`src/hw/rtl/esu_pkg.sv`:
```
// Shared types and constants for the executable header screen.
`timescale 1ns / 1ps

package esu_pkg;

  // File geometry.
  localparam int HEADER_BYTES  = 64;
  localparam int HDR_AW        = $clog2(HEADER_BYTES);
  localparam int ALPHABET_SIZE = 256;
  localparam int POS_W         = 25;
  localparam int OFFSET_W      = 32;
  localparam int DIST_W        = 9;
  localparam int SCORE_W       = 17;

  localparam logic [POS_W-1:0] POS_MAX = {POS_W{1'b1}};

  // Header byte positions of the little-endian PE offset field.
  localparam logic [HDR_AW-1:0] OFF_B0 = 6'h3C;
  localparam logic [HDR_AW-1:0] OFF_B1 = 6'h3D;
  localparam logic [HDR_AW-1:0] OFF_B2 = 6'h3E;

  // Signature characters.
  localparam logic [7:0] CHAR_M  = 8'h4D;
  localparam logic [7:0] CHAR_Z  = 8'h5A;
  localparam logic [7:0] CHAR_LT = 8'h3C;
  localparam logic [7:0] CHAR_QM = 8'h3F;
  localparam logic [7:0] CHAR_P  = 8'h50;
  localparam logic [7:0] CHAR_E  = 8'h45;

  // Score awards.
  localparam logic [SCORE_W-1:0] MZ_POINTS = 17'd10;
  localparam logic [SCORE_W-1:0] PE_POINTS = 17'd15;

  // Configuration register indexes and reset values.
  localparam logic [1:0] REG_BASE_SCORE = 2'd0;
  localparam logic [1:0] REG_THRESHOLD  = 2'd1;
  localparam logic [1:0] REG_MAX_FILE   = 2'd2;
  localparam logic [1:0] REG_MAX_LOOP   = 2'd3;

  localparam logic [15:0] RST_BASE_SCORE = 16'd0;
  localparam logic [15:0] RST_THRESHOLD  = 16'd50;
  localparam logic [23:0] RST_MAX_FILE   = 24'd10485760;
  localparam logic [23:0] RST_MAX_LOOP   = 24'd5000000;

  // Summary queue depth.
  localparam int QDEPTH = 4;
  localparam int QAW    = $clog2(QDEPTH);

  typedef enum logic [1:0] {
    ST_SUCCESS    = 2'd0,
    ST_SUSPICIOUS = 2'd1,
    ST_CRITICAL   = 2'd2,
    ST_ERROR      = 2'd3
  } status_t;

  typedef enum logic [1:0] {
    HDR_PLAIN = 2'd0,
    HDR_MZ    = 2'd1,
    HDR_CRIT  = 2'd2
  } hdr_class_t;

  typedef struct packed {
    logic [7:0] data_byte;
    logic       last_byte;
  } in_item_t;

  typedef struct packed {
    status_t              status;
    logic [SCORE_W-1:0]   final_score;
    logic [DIST_W-1:0]    distinct_values;
  } out_item_t;

  typedef struct packed {
    logic [15:0] base_score;
    logic [15:0] suspicious_threshold;
    logic [23:0] max_file_bytes;
    logic [23:0] max_loop_bytes;
  } cfg_t;

  // One finished file as classified by the front end.
  typedef struct packed {
    logic [POS_W-1:0]    len;
    hdr_class_t          hdr_class;
    logic                pe_cand;
    logic [OFFSET_W-1:0] offset;
    logic [DIST_W-1:0]   distinct;
  } summary_t;

endpackage

```
`src/hw/rtl/esu_front.sv`:
```
// Byte front end: tracks header, signature and distinct values per file.
`timescale 1ns / 1ps

module esu_front import esu_pkg::*; (
  input  logic     clk,
  input  logic     rst_n,
  input  logic     item_acc,
  input  in_item_t in_item,
  output logic     sum_push,
  output summary_t sum_item
);

  logic [POS_W-1:0]         pos_r, pos_nxt;
  logic [7:0]               byte0_r, byte0_nxt;
  logic [7:0]               byte1_r, byte1_nxt;
  logic [23:0]              off_lo_r, off_lo_nxt;
  logic [HEADER_BYTES-1:0]  p_flag_r, p_flag_nxt;
  logic [HEADER_BYTES-1:0]  e_flag_r, e_flag_nxt;
  logic [OFFSET_W-1:0]      offset_r, offset_nxt;
  logic                     sig_r, sig_nxt;
  logic                     half_r, half_nxt;
  logic [ALPHABET_SIZE-1:0] seen_r, seen_nxt;
  logic [DIST_W-1:0]        dcount_r, dcount_nxt;

  logic [7:0]               b;
  logic                     in_hdr;
  logic [HDR_AW-1:0]        pidx;
  logic [OFFSET_W-1:0]      o;
  logic [HDR_AW-1:0]        o_next;
  logic                     e_at_next;
  logic [POS_W-1:0]         len;
  logic [7:0]               b0_eff, b1_eff;
  logic                     two_bytes, is_mz, is_crit;

  assign b      = in_item.data_byte;
  assign in_hdr = (pos_r[POS_W-1:HDR_AW] == '0);
  assign pidx   = pos_r[HDR_AW-1:0];
  assign o      = {b, off_lo_r};
  assign o_next = o[HDR_AW-1:0] + 6'd1;
  assign len    = (pos_r == POS_MAX) ? pos_r : pos_r + 25'd1;

  // The byte after the offset may be the one arriving now.
  assign e_at_next = (o_next == pidx) ? (b == CHAR_E) : e_flag_r[o_next];

  // Per-byte state update.
  always_comb begin
    byte0_nxt  = byte0_r;
    byte1_nxt  = byte1_r;
    off_lo_nxt = off_lo_r;
    p_flag_nxt = p_flag_r;
    e_flag_nxt = e_flag_r;
    offset_nxt = offset_r;
    sig_nxt    = sig_r;
    half_nxt   = half_r;
    seen_nxt   = seen_r;
    dcount_nxt = dcount_r;
    if (in_hdr) begin
      p_flag_nxt[pidx] = (b == CHAR_P);
      e_flag_nxt[pidx] = (b == CHAR_E);
      if (pidx == 6'd0) byte0_nxt = b;
      if (pidx == 6'd1) byte1_nxt = b;
      if (pidx == OFF_B0) off_lo_nxt[7:0]   = b;
      if (pidx == OFF_B1) off_lo_nxt[15:8]  = b;
      if (pidx == OFF_B2) off_lo_nxt[23:16] = b;
    end
    if (!seen_r[b]) begin
      seen_nxt[b] = 1'b1;
      dcount_nxt  = dcount_r + 9'd1;
    end
    if (pos_r == POS_W'(HEADER_BYTES - 1)) begin
      offset_nxt = o;
      if (o < OFFSET_W'(HEADER_BYTES - 1)) begin
        sig_nxt = p_flag_r[o[HDR_AW-1:0]] && e_at_next;
      end else if (o == OFFSET_W'(HEADER_BYTES - 1)) begin
        half_nxt = (b == CHAR_P);
      end
    end else if (!in_hdr) begin
      if (half_r && (b == CHAR_E)) sig_nxt = 1'b1;
      half_nxt = (offset_r == {{(OFFSET_W-POS_W){1'b0}}, pos_r}) && (b == CHAR_P);
    end
  end

  // Header classification of a file ending with this byte.
  assign b0_eff    = (pos_r == '0) ? b : byte0_r;
  assign b1_eff    = (pos_r == POS_W'(1)) ? b : byte1_r;
  assign two_bytes = (pos_r != '0);
  assign is_mz     = two_bytes && (b0_eff == CHAR_M) && (b1_eff == CHAR_Z);
  assign is_crit   = two_bytes && !is_mz && (b0_eff == CHAR_LT) && (b1_eff == CHAR_QM);

  // A PE award needs a complete header, which includes a file of exactly that size.
  always_comb begin
    sum_item.len       = len;
    sum_item.hdr_class = is_mz ? HDR_MZ : (is_crit ? HDR_CRIT : HDR_PLAIN);
    sum_item.pe_cand   = is_mz && (len >= POS_W'(HEADER_BYTES)) && sig_nxt;
    sum_item.offset    = offset_nxt;
    sum_item.distinct  = dcount_nxt;
  end

  assign sum_push = item_acc && in_item.last_byte;

  // Per-file control state, cleared after the final byte.
  always_ff @(posedge clk) begin
    if (!rst_n) begin
      pos_r    <= '0;
      offset_r <= '0;
      sig_r    <= 1'b0;
      half_r   <= 1'b0;
      seen_r   <= '0;
      dcount_r <= '0;
    end else if (item_acc) begin
      if (in_item.last_byte) begin
        pos_r    <= '0;
        offset_r <= '0;
        sig_r    <= 1'b0;
        half_r   <= 1'b0;
        seen_r   <= '0;
        dcount_r <= '0;
      end else begin
        pos_r    <= len;
        offset_r <= offset_nxt;
        sig_r    <= sig_nxt;
        half_r   <= half_nxt;
        seen_r   <= seen_nxt;
        dcount_r <= dcount_nxt;
      end
    end
  end

  // Header bytes and flags are always written before they are read.
  always_ff @(posedge clk) begin
    if (item_acc) begin
      byte0_r  <= byte0_nxt;
      byte1_r  <= byte1_nxt;
      off_lo_r <= off_lo_nxt;
      p_flag_r <= p_flag_nxt;
      e_flag_r <= e_flag_nxt;
    end
  end

endmodule

```
`src/hw/rtl/esu_queue.sv`:
```
// Short first-in first-out queue of file summaries between front and back.
`timescale 1ns / 1ps

module esu_queue import esu_pkg::*; (
  input  logic     clk,
  input  logic     rst_n,
  input  logic     push,
  input  summary_t wr_item,
  output logic     full,
  input  logic     pop,
  output summary_t rd_item,
  output logic     empty
);

  summary_t         mem_r [QDEPTH];
  logic [QAW-1:0]   wr_ptr_r, rd_ptr_r;
  logic [QAW:0]     count_r;
  logic             do_push, do_pop;

  assign full    = (count_r == (QAW+1)'(QDEPTH));
  assign empty   = (count_r == '0);
  assign do_push = push && !full;
  assign do_pop  = pop && !empty;
  assign rd_item = mem_r[rd_ptr_r];

  // Pointer and fill bookkeeping.
  always_ff @(posedge clk) begin
    if (!rst_n) begin
      wr_ptr_r <= '0;
      rd_ptr_r <= '0;
      count_r  <= '0;
    end else begin
      if (do_push) wr_ptr_r <= wr_ptr_r + 1'b1;
      if (do_pop)  rd_ptr_r <= rd_ptr_r + 1'b1;
      if (do_push && !do_pop) count_r <= count_r + 1'b1;
      else if (do_pop && !do_push) count_r <= count_r - 1'b1;
    end
  end

  // Storage.
  always_ff @(posedge clk) begin
    if (do_push) mem_r[wr_ptr_r] <= wr_item;
  end

  a_count_bound: assert property (@(posedge clk) disable iff (!rst_n)
    count_r <= (QAW+1)'(QDEPTH))
    else $error("summary queue overfilled");

  a_push_full_holds: assert property (@(posedge clk) disable iff (!rst_n)
    (full && !pop) |=> full)
    else $error("summary queue lost an entry while full");

endmodule

```
`src/hw/rtl/esu_back.sv`:
```
// Result back end: length checks, scoring and the output register.
`timescale 1ns / 1ps

module esu_back import esu_pkg::*; (
  input  logic      clk,
  input  logic      rst_n,
  input  cfg_t      cfg,
  input  logic      q_empty,
  input  summary_t  q_item,
  output logic      q_pop,
  output logic      out_empty,
  input  logic      out_pop,
  output out_item_t out_item
);

  typedef struct packed {
    hdr_class_t        hdr_class;
    logic              hard_err;
    logic              loop_err;
    logic              pe_ok;
    logic [DIST_W-1:0] distinct;
  } stage_a_t;

  stage_a_t          a_r, a_nxt;
  logic              a_v_r;
  out_item_t         out_r, out_nxt;
  logic              out_v_r;
  logic              a_ready, b_ready;
  logic [OFFSET_W:0] off_end;
  logic [SCORE_W-1:0] base_ext, score;

  assign b_ready = !out_v_r || out_pop;
  assign a_ready = !a_v_r || b_ready;
  assign q_pop   = !q_empty && a_ready;

  // Stage A: length limits and PE offset range.
  assign off_end = {1'b0, q_item.offset} + 33'd4;
  always_comb begin
    a_nxt.hdr_class = q_item.hdr_class;
    a_nxt.hard_err  = q_item.len > {1'b0, cfg.max_file_bytes};
    a_nxt.loop_err  = q_item.len > {1'b0, cfg.max_loop_bytes};
    a_nxt.pe_ok     = q_item.pe_cand &&
                      (off_end <= {{(OFFSET_W+1-POS_W){1'b0}}, q_item.len});
    a_nxt.distinct  = q_item.distinct;
  end

  // Stage B: score and status in check order.
  assign base_ext = {1'b0, cfg.base_score};
  always_comb begin
    score = base_ext;
    if (!a_r.hard_err && (a_r.hdr_class == HDR_MZ)) begin
      score = base_ext + (a_r.pe_ok ? (MZ_POINTS + PE_POINTS) : MZ_POINTS);
    end
    out_nxt.final_score     = score;
    out_nxt.distinct_values = a_r.distinct;
    priority if (a_r.hard_err) out_nxt.status = ST_ERROR;
    else if (a_r.hdr_class == HDR_CRIT) out_nxt.status = ST_CRITICAL;
    else if (a_r.loop_err) out_nxt.status = ST_ERROR;
    else if (score >= base_ext - base_ext + {1'b0, cfg.suspicious_threshold})
      out_nxt.status = ST_SUSPICIOUS;
    else out_nxt.status = ST_SUCCESS;
  end

  // Valid flags of both stages.
  always_ff @(posedge clk) begin
    if (!rst_n) begin
      a_v_r   <= 1'b0;
      out_v_r <= 1'b0;
    end else begin
      if (a_ready) a_v_r <= q_pop;
      if (b_ready) out_v_r <= a_v_r;
    end
  end

  // Stage payloads.
  always_ff @(posedge clk) begin
    if (q_pop) a_r <= a_nxt;
    if (b_ready && a_v_r) out_r <= out_nxt;
  end

  assign out_empty = !out_v_r;
  assign out_item  = out_r;

  a_crit_base: assert property (@(posedge clk) disable iff (!rst_n)
    (out_v_r && (out_r.status == ST_CRITICAL)) |-> (out_r.final_score == base_ext))
    else $error("critical result carries header points");

  a_score_bound: assert property (@(posedge clk) disable iff (!rst_n)
    out_v_r |-> (out_r.final_score <= base_ext + MZ_POINTS + PE_POINTS))
    else $error("result score above the largest award");

  a_no_phantom: assert property (@(posedge clk) disable iff (!rst_n)
    (!a_v_r && (!out_v_r || out_pop)) |=> !out_v_r)
    else $error("result appeared without a stage A item");

endmodule

```
`src/hw/rtl/executable_header_screen_unit.sv`:
```
// Top level of the executable header screen: registers and channel wiring.
`timescale 1ns / 1ps

// Screens files streamed one byte per item. Push bytes on in_item while
// in_full is low; last_byte marks the final byte of a file. For every file
// one result item appears on out_item (status, final_score, distinct_values)
// while out_empty is low; pop takes it.
// Throughput: one byte per cycle while in_full is low; the front end updates
// position, seen map and signature tracking per byte. Files of one byte
// each give one result per cycle through the back end while out_pop is high.
// A file's summary is queued when its final byte is accepted, then passes
// the range-check stage and the output register before out_empty falls.
// A four-entry summary queue separates the front end from the back end, so
// bytes keep flowing while results wait; in_full rises only once the queue
// fills behind a stalled receiver. Configuration must be written through
// cfg_we/cfg_index/cfg_data only while idle; the block itself does not enforce this.
// Synchronous reset clears all queues and per-file state and loads the
// register defaults; no clearing pass is needed after reset.
module executable_header_screen_unit import esu_pkg::*; (
  input  logic      clk,
  input  logic      rst_n,
  input  logic      in_push,
  input  in_item_t  in_item,
  output logic      in_full,
  output logic      out_empty,
  input  logic      out_pop,
  output out_item_t out_item,
  input  logic      cfg_we,
  input  logic [1:0]  cfg_index,
  input  logic [23:0] cfg_data
);

  cfg_t     cfg_r;
  logic     item_acc;
  logic     sum_push, q_full, q_empty, q_pop;
  summary_t sum_item, q_item;

  // Configuration registers.
  always_ff @(posedge clk) begin
    if (!rst_n) begin
      cfg_r.base_score           <= RST_BASE_SCORE;
      cfg_r.suspicious_threshold <= RST_THRESHOLD;
      cfg_r.max_file_bytes       <= RST_MAX_FILE;
      cfg_r.max_loop_bytes       <= RST_MAX_LOOP;
    end else if (cfg_we) begin
      unique case (cfg_index)
        REG_BASE_SCORE: cfg_r.base_score           <= cfg_data[15:0];
        REG_THRESHOLD:  cfg_r.suspicious_threshold <= cfg_data[15:0];
        REG_MAX_FILE:   cfg_r.max_file_bytes       <= cfg_data;
        REG_MAX_LOOP:   cfg_r.max_loop_bytes       <= cfg_data;
        default: ;
      endcase
    end
  end

  assign in_full  = q_full;
  assign item_acc = in_push && !q_full;

  esu_front u_front (
    .clk      (clk),
    .rst_n    (rst_n),
    .item_acc (item_acc),
    .in_item  (in_item),
    .sum_push (sum_push),
    .sum_item (sum_item)
  );

  esu_queue u_queue (
    .clk     (clk),
    .rst_n   (rst_n),
    .push    (sum_push),
    .wr_item (sum_item),
    .full    (q_full),
    .pop     (q_pop),
    .rd_item (q_item),
    .empty   (q_empty)
  );

  esu_back u_back (
    .clk       (clk),
    .rst_n     (rst_n),
    .cfg       (cfg_r),
    .q_empty   (q_empty),
    .q_item    (q_item),
    .q_pop     (q_pop),
    .out_empty (out_empty),
    .out_pop   (out_pop),
    .out_item  (out_item)
  );

endmodule

```
`config.mk`:
```
export PLATFORM = sky130hd
export DESIGN_NAME = executable_header_screen_unit
export DESIGN_NICKNAME = d
export VERILOG_FILES = /design/src/hw/rtl/esu_pkg.sv /design/src/hw/rtl/esu_front.sv /design/src/hw/rtl/esu_queue.sv /design/src/hw/rtl/esu_back.sv /design/src/hw/rtl/executable_header_screen_unit.sv
export SDC_FILE = /design/constraint.sdc
export NUM_CORES = 2
export LEC_CHECK = 0
export CAP_MARGIN = 20
export CORE_AREA = 2 2 231 403
export DETAILED_ROUTE_END_ITERATION = 8
export DIE_AREA = 0 0 233 405
export DONT_BUFFER_PORTS = 1
export SLEW_MARGIN = 30
export SYNTH_ARGS = -nofsm -noshare
export SYNTH_HDL_FRONTEND = slang
export SYNTH_HIERARCHICAL = 1
export SYNTH_SLANG_ARGS = --single-unit
```
`constraint.sdc`:
```
create_clock -name clk -period 5.15 [get_ports clk]
set_input_delay 0.2575 -clock clk [delete_from_list [all_inputs] [get_ports clk]]
set_output_delay 0.2575 -clock clk [all_outputs]
set_load 0.03 [all_outputs]
```
==> reports/results.tsv <==
metric	value	unit
outcome	complete, no violations	
critical path's top delay family	simple AND/OR/NAND/NOR gates	
cell area after synthesis	0.0407	mm^2
Final Hold Viols	0	
post-synthesis cell count	3355	
clk buf depth	3	
kind of critical path	flip-flop to flip-flop	
CP endpoint kind	flip-flop	
fraction of the cycle the final worst path needs	81.0	%
core area	0.0914	mm^2
area leader, netlist	edfxtp_1	
placement row count	147	
first-pass GRT wire length	160000	um
Root Driver	clkbuf_16	
final setup fails	0	
top post-synthesis cells by count	edfxtp_1 (486), nand2_1 (448), dfxtp_1 (415)	
1st-iter DRT viols	1802	
Tmin final	4.17	ns
clock skew	0.0271	ns
worst r2r path cells	13	
Synth Register Bits	901	
sequential area share after synthesis	56.2	%
initial antenna violation count	0	
number of flops mapped to enable cells by yosys	486	
worst hold start	in_item[0]	
Power Density	376	mW/mm^2
total grt overflow	0	
grt met1 use	23.8	%
Worst Hold Path EP	u_front/seen_r[82]	
worst path cell trace	mux4_2 -> nand3_1 -> or4_1 -> nor2_1 -> nand3_1 -> xnor2_1 -> ha_1 -> nand4_1 -> or2_2 -> nor4_1 -> o21ai_0 -> nand3_1 -> a211oi_1	
CTS Hold Bufs	48	
initial core utilization	44.6	%
FMAX	0.240	GHz
Layout Utilization	49.3	%
area delta synth->final	10.7	%
top-count cell post-synth	edfxtp_1	
clk sinks	901	
Total Wirelength	105000	um
largest net degree at the start of global routing	118	
# IOs	70	
Die Span Y	405	um
ranking of synthesized cells by area	edfxtp_1 (36%), dfxtp_1 (20%), mux4_2 (8.0%)	
vias	26300	
GRT busiest layer	met2	
met3 usage	3.04	%
Ant. Diodes	0	
final antenna-violating net count	0	
yosys warns	6	
Top FF cell, synth	edfxtp_1	
vias in the first global route	26700	
layout cells sized above 1	12.5	%
CP Buf/Inv Count	0	
post-CTS setup buffer count	0	
Reg clk slew, reported paths	0.06	ns
top-area cell type share of the netlist area	35.8	%
IO Port Bufs	0	
Slew HR	34.1	%
setup repair after global routing missed its margin	no	
P_leak	15.8	nW
die area	0.0944	mm^2
max-slew violations	0	
setup total negative slack	0	ns
Hold Path Class	primary input to flip-flop	
Crit path arrival time	4.59	ns
Post-CTS Resized	0	
Initial DRT Pass Iterations	5	
worst-margin pin slew	0.985	ns
synthesized area per cell	12.1	um^2
element type at the critical path start	flip-flop	
Via density	5.72	
maximum vdd drop	0.280	mV
post-detail-place hpwl	70100	um
Synth async-reset ratio	0	%
# DRC	0	
Cell variety after synth	92	
placer congestion estimate	0.916	
WL per Instance	22.9	um
Max-Cap Viols	0	
internal reg-to-reg setup slack	0.98	ns
Critical-path top delay cell	or4_1	
Horiz. Die Dim	233	um
total CTS buffers	84	
r2r endpoint	u_back/a_r[9]	
Hold Path Cell Cnt	3	
CTS tree	done	
Synth Net Count	3539	
fin nets	3515	
critical path required time	5.56	ns
GRT Resource Usage Total	22.4	%
later-pin clock latency in the skew report	0.68	ns
most repeated library cell on the critical path	nand3_1	
Critical Path Fanout Max	35	
Max stage delay on crit path	0.69	ns
M2 GR Usage	42.7	%
H-tree levels	3	
## logic make-up (layout without fill, tap and decap cells)
kind of cell             Yosys count  count (layout)  share of synthesized area (%)
AND/OR/NAND/NOR                  971             971                           11.0
XOR/XNOR                         130             130                           2.83
multiplexers                     309             309                           12.9
buffers and inverters            342             385                           3.85
AO/OA/AOI/OAI                    558             558                           8.69
adder cells (fa/ha/maj)          144             144                           4.48
flip-flops                       901             901                           56.2
## worst max path at each step
stage,start,end,slack [ns],cells past startpoint
2_1_floorplan,flip-flop,u_back/a_r[9],1.35,16
3_3_place_gp,flip-flop,u_back/a_r[9],0.91,13
3_5_place_dp,flip-flop,u_back/a_r[9],0.91,13
4_1_cts,flip-flop,u_back/a_r[9],0.91,13
5_1_grt,flip-flop,u_back/a_r[9],0.58,13
6_report,flip-flop,u_back/a_r[9],0.98,13
## flip-flops by register name (all words and copies together) (netlist names), 9 cells and up, named ones only
register / cells
u_front/e_flag_r: 64
u_queue/mem_r: 276
u_front/off_lo_r: 24
u_back/out_item: 28
u_front/seen_r: 256
u_front/offset_r: 32
u_back/a_r: 14
u_front/p_flag_r: 64
cfg_r: 80
u_front/pos_r: 25
u_front/dcount_r: 9
## layout make-up
| type | count | area [um^2] |
|---|---|---|
| clock inverters | 45 | 608 |
| well taps | 1192 | 1490 |
| clock buffers | 108 | 2290 |
| multi-input cells | 2112 | 16300 |
| inverters | 131 | 492 |
| flip-flops and latches | 901 | 22900 |
| fillers | 8042 | 46300 |
| repair buffers | 101 | 950 |
## per-stage QoR
step                total power (W)  cells  worst slack [ns]  instance area [um^2]  hold slack, ns
detailed placement           0.0105   4388             0.912                 41600           0.363
finish                       0.0170   4590             0.977                 45100          0.0395
floorplan                   0.00988   3355              1.35                 40700           0.356
global route                 0.0176   4590             0.579                 45100          0.0398
global placement             0.0104   4385             0.909                 41600           0.363
CTS                          0.0171   4589             0.907                 45000        0.000234
## tightest hold or removal path: stages
cell      delay [ns]
o211ai_1        0.08
buf_4           0.20
o21ai_0         0.14
## per-layer routing
layer  wire [um]  vias to the layer above  share of wire (%)
li1            -                    12300                  -
met1       38000                    13100                 36
met2       57900                      618                 55
met3        4110                      240                3.9
met4        5040                        0                4.8
met5           0                        -                  0
## where the power goes
group | internal (W) | switching (W) | total [W]
logic | 0.000874 | 0.00133 | 0.00221
clock network | 0.00382 | 0.00279 | 0.00661
registers | 0.00789 | 0.000260 | 0.00815
## layout by cell type, fill, tap and decap left out, types with 30 or more instances in the layout
master / Yosys / final
ha_1: 141 / 141
nand3_1: 60 / 59
a21oi_1: 60 / 59
mux2_2: 43 / 43
clkbuf_16: 0 / 86
xnor2_1: 79 / 79
nor4_1: 31 / 30
o21ai_0: 223 / 222
dfxtp_1: 415 / 413
buf_4: 13 / 48
mux4_2: 145 / 145
edfxtp_1: 486 / 486
mux2i_1: 102 / 102
xor2_1: 50 / 50
nor3_1: 35 / 34
inv_1: 129 / 127
dlygate4sd3_1: 0 / 47
nand2_1: 448 / 448
nor2_1: 203 / 201
nand4_1: 46 / 46
a22oi_1: 60 / 60
o31ai_1: 64 / 64
(Power assumes the default switching activity.)
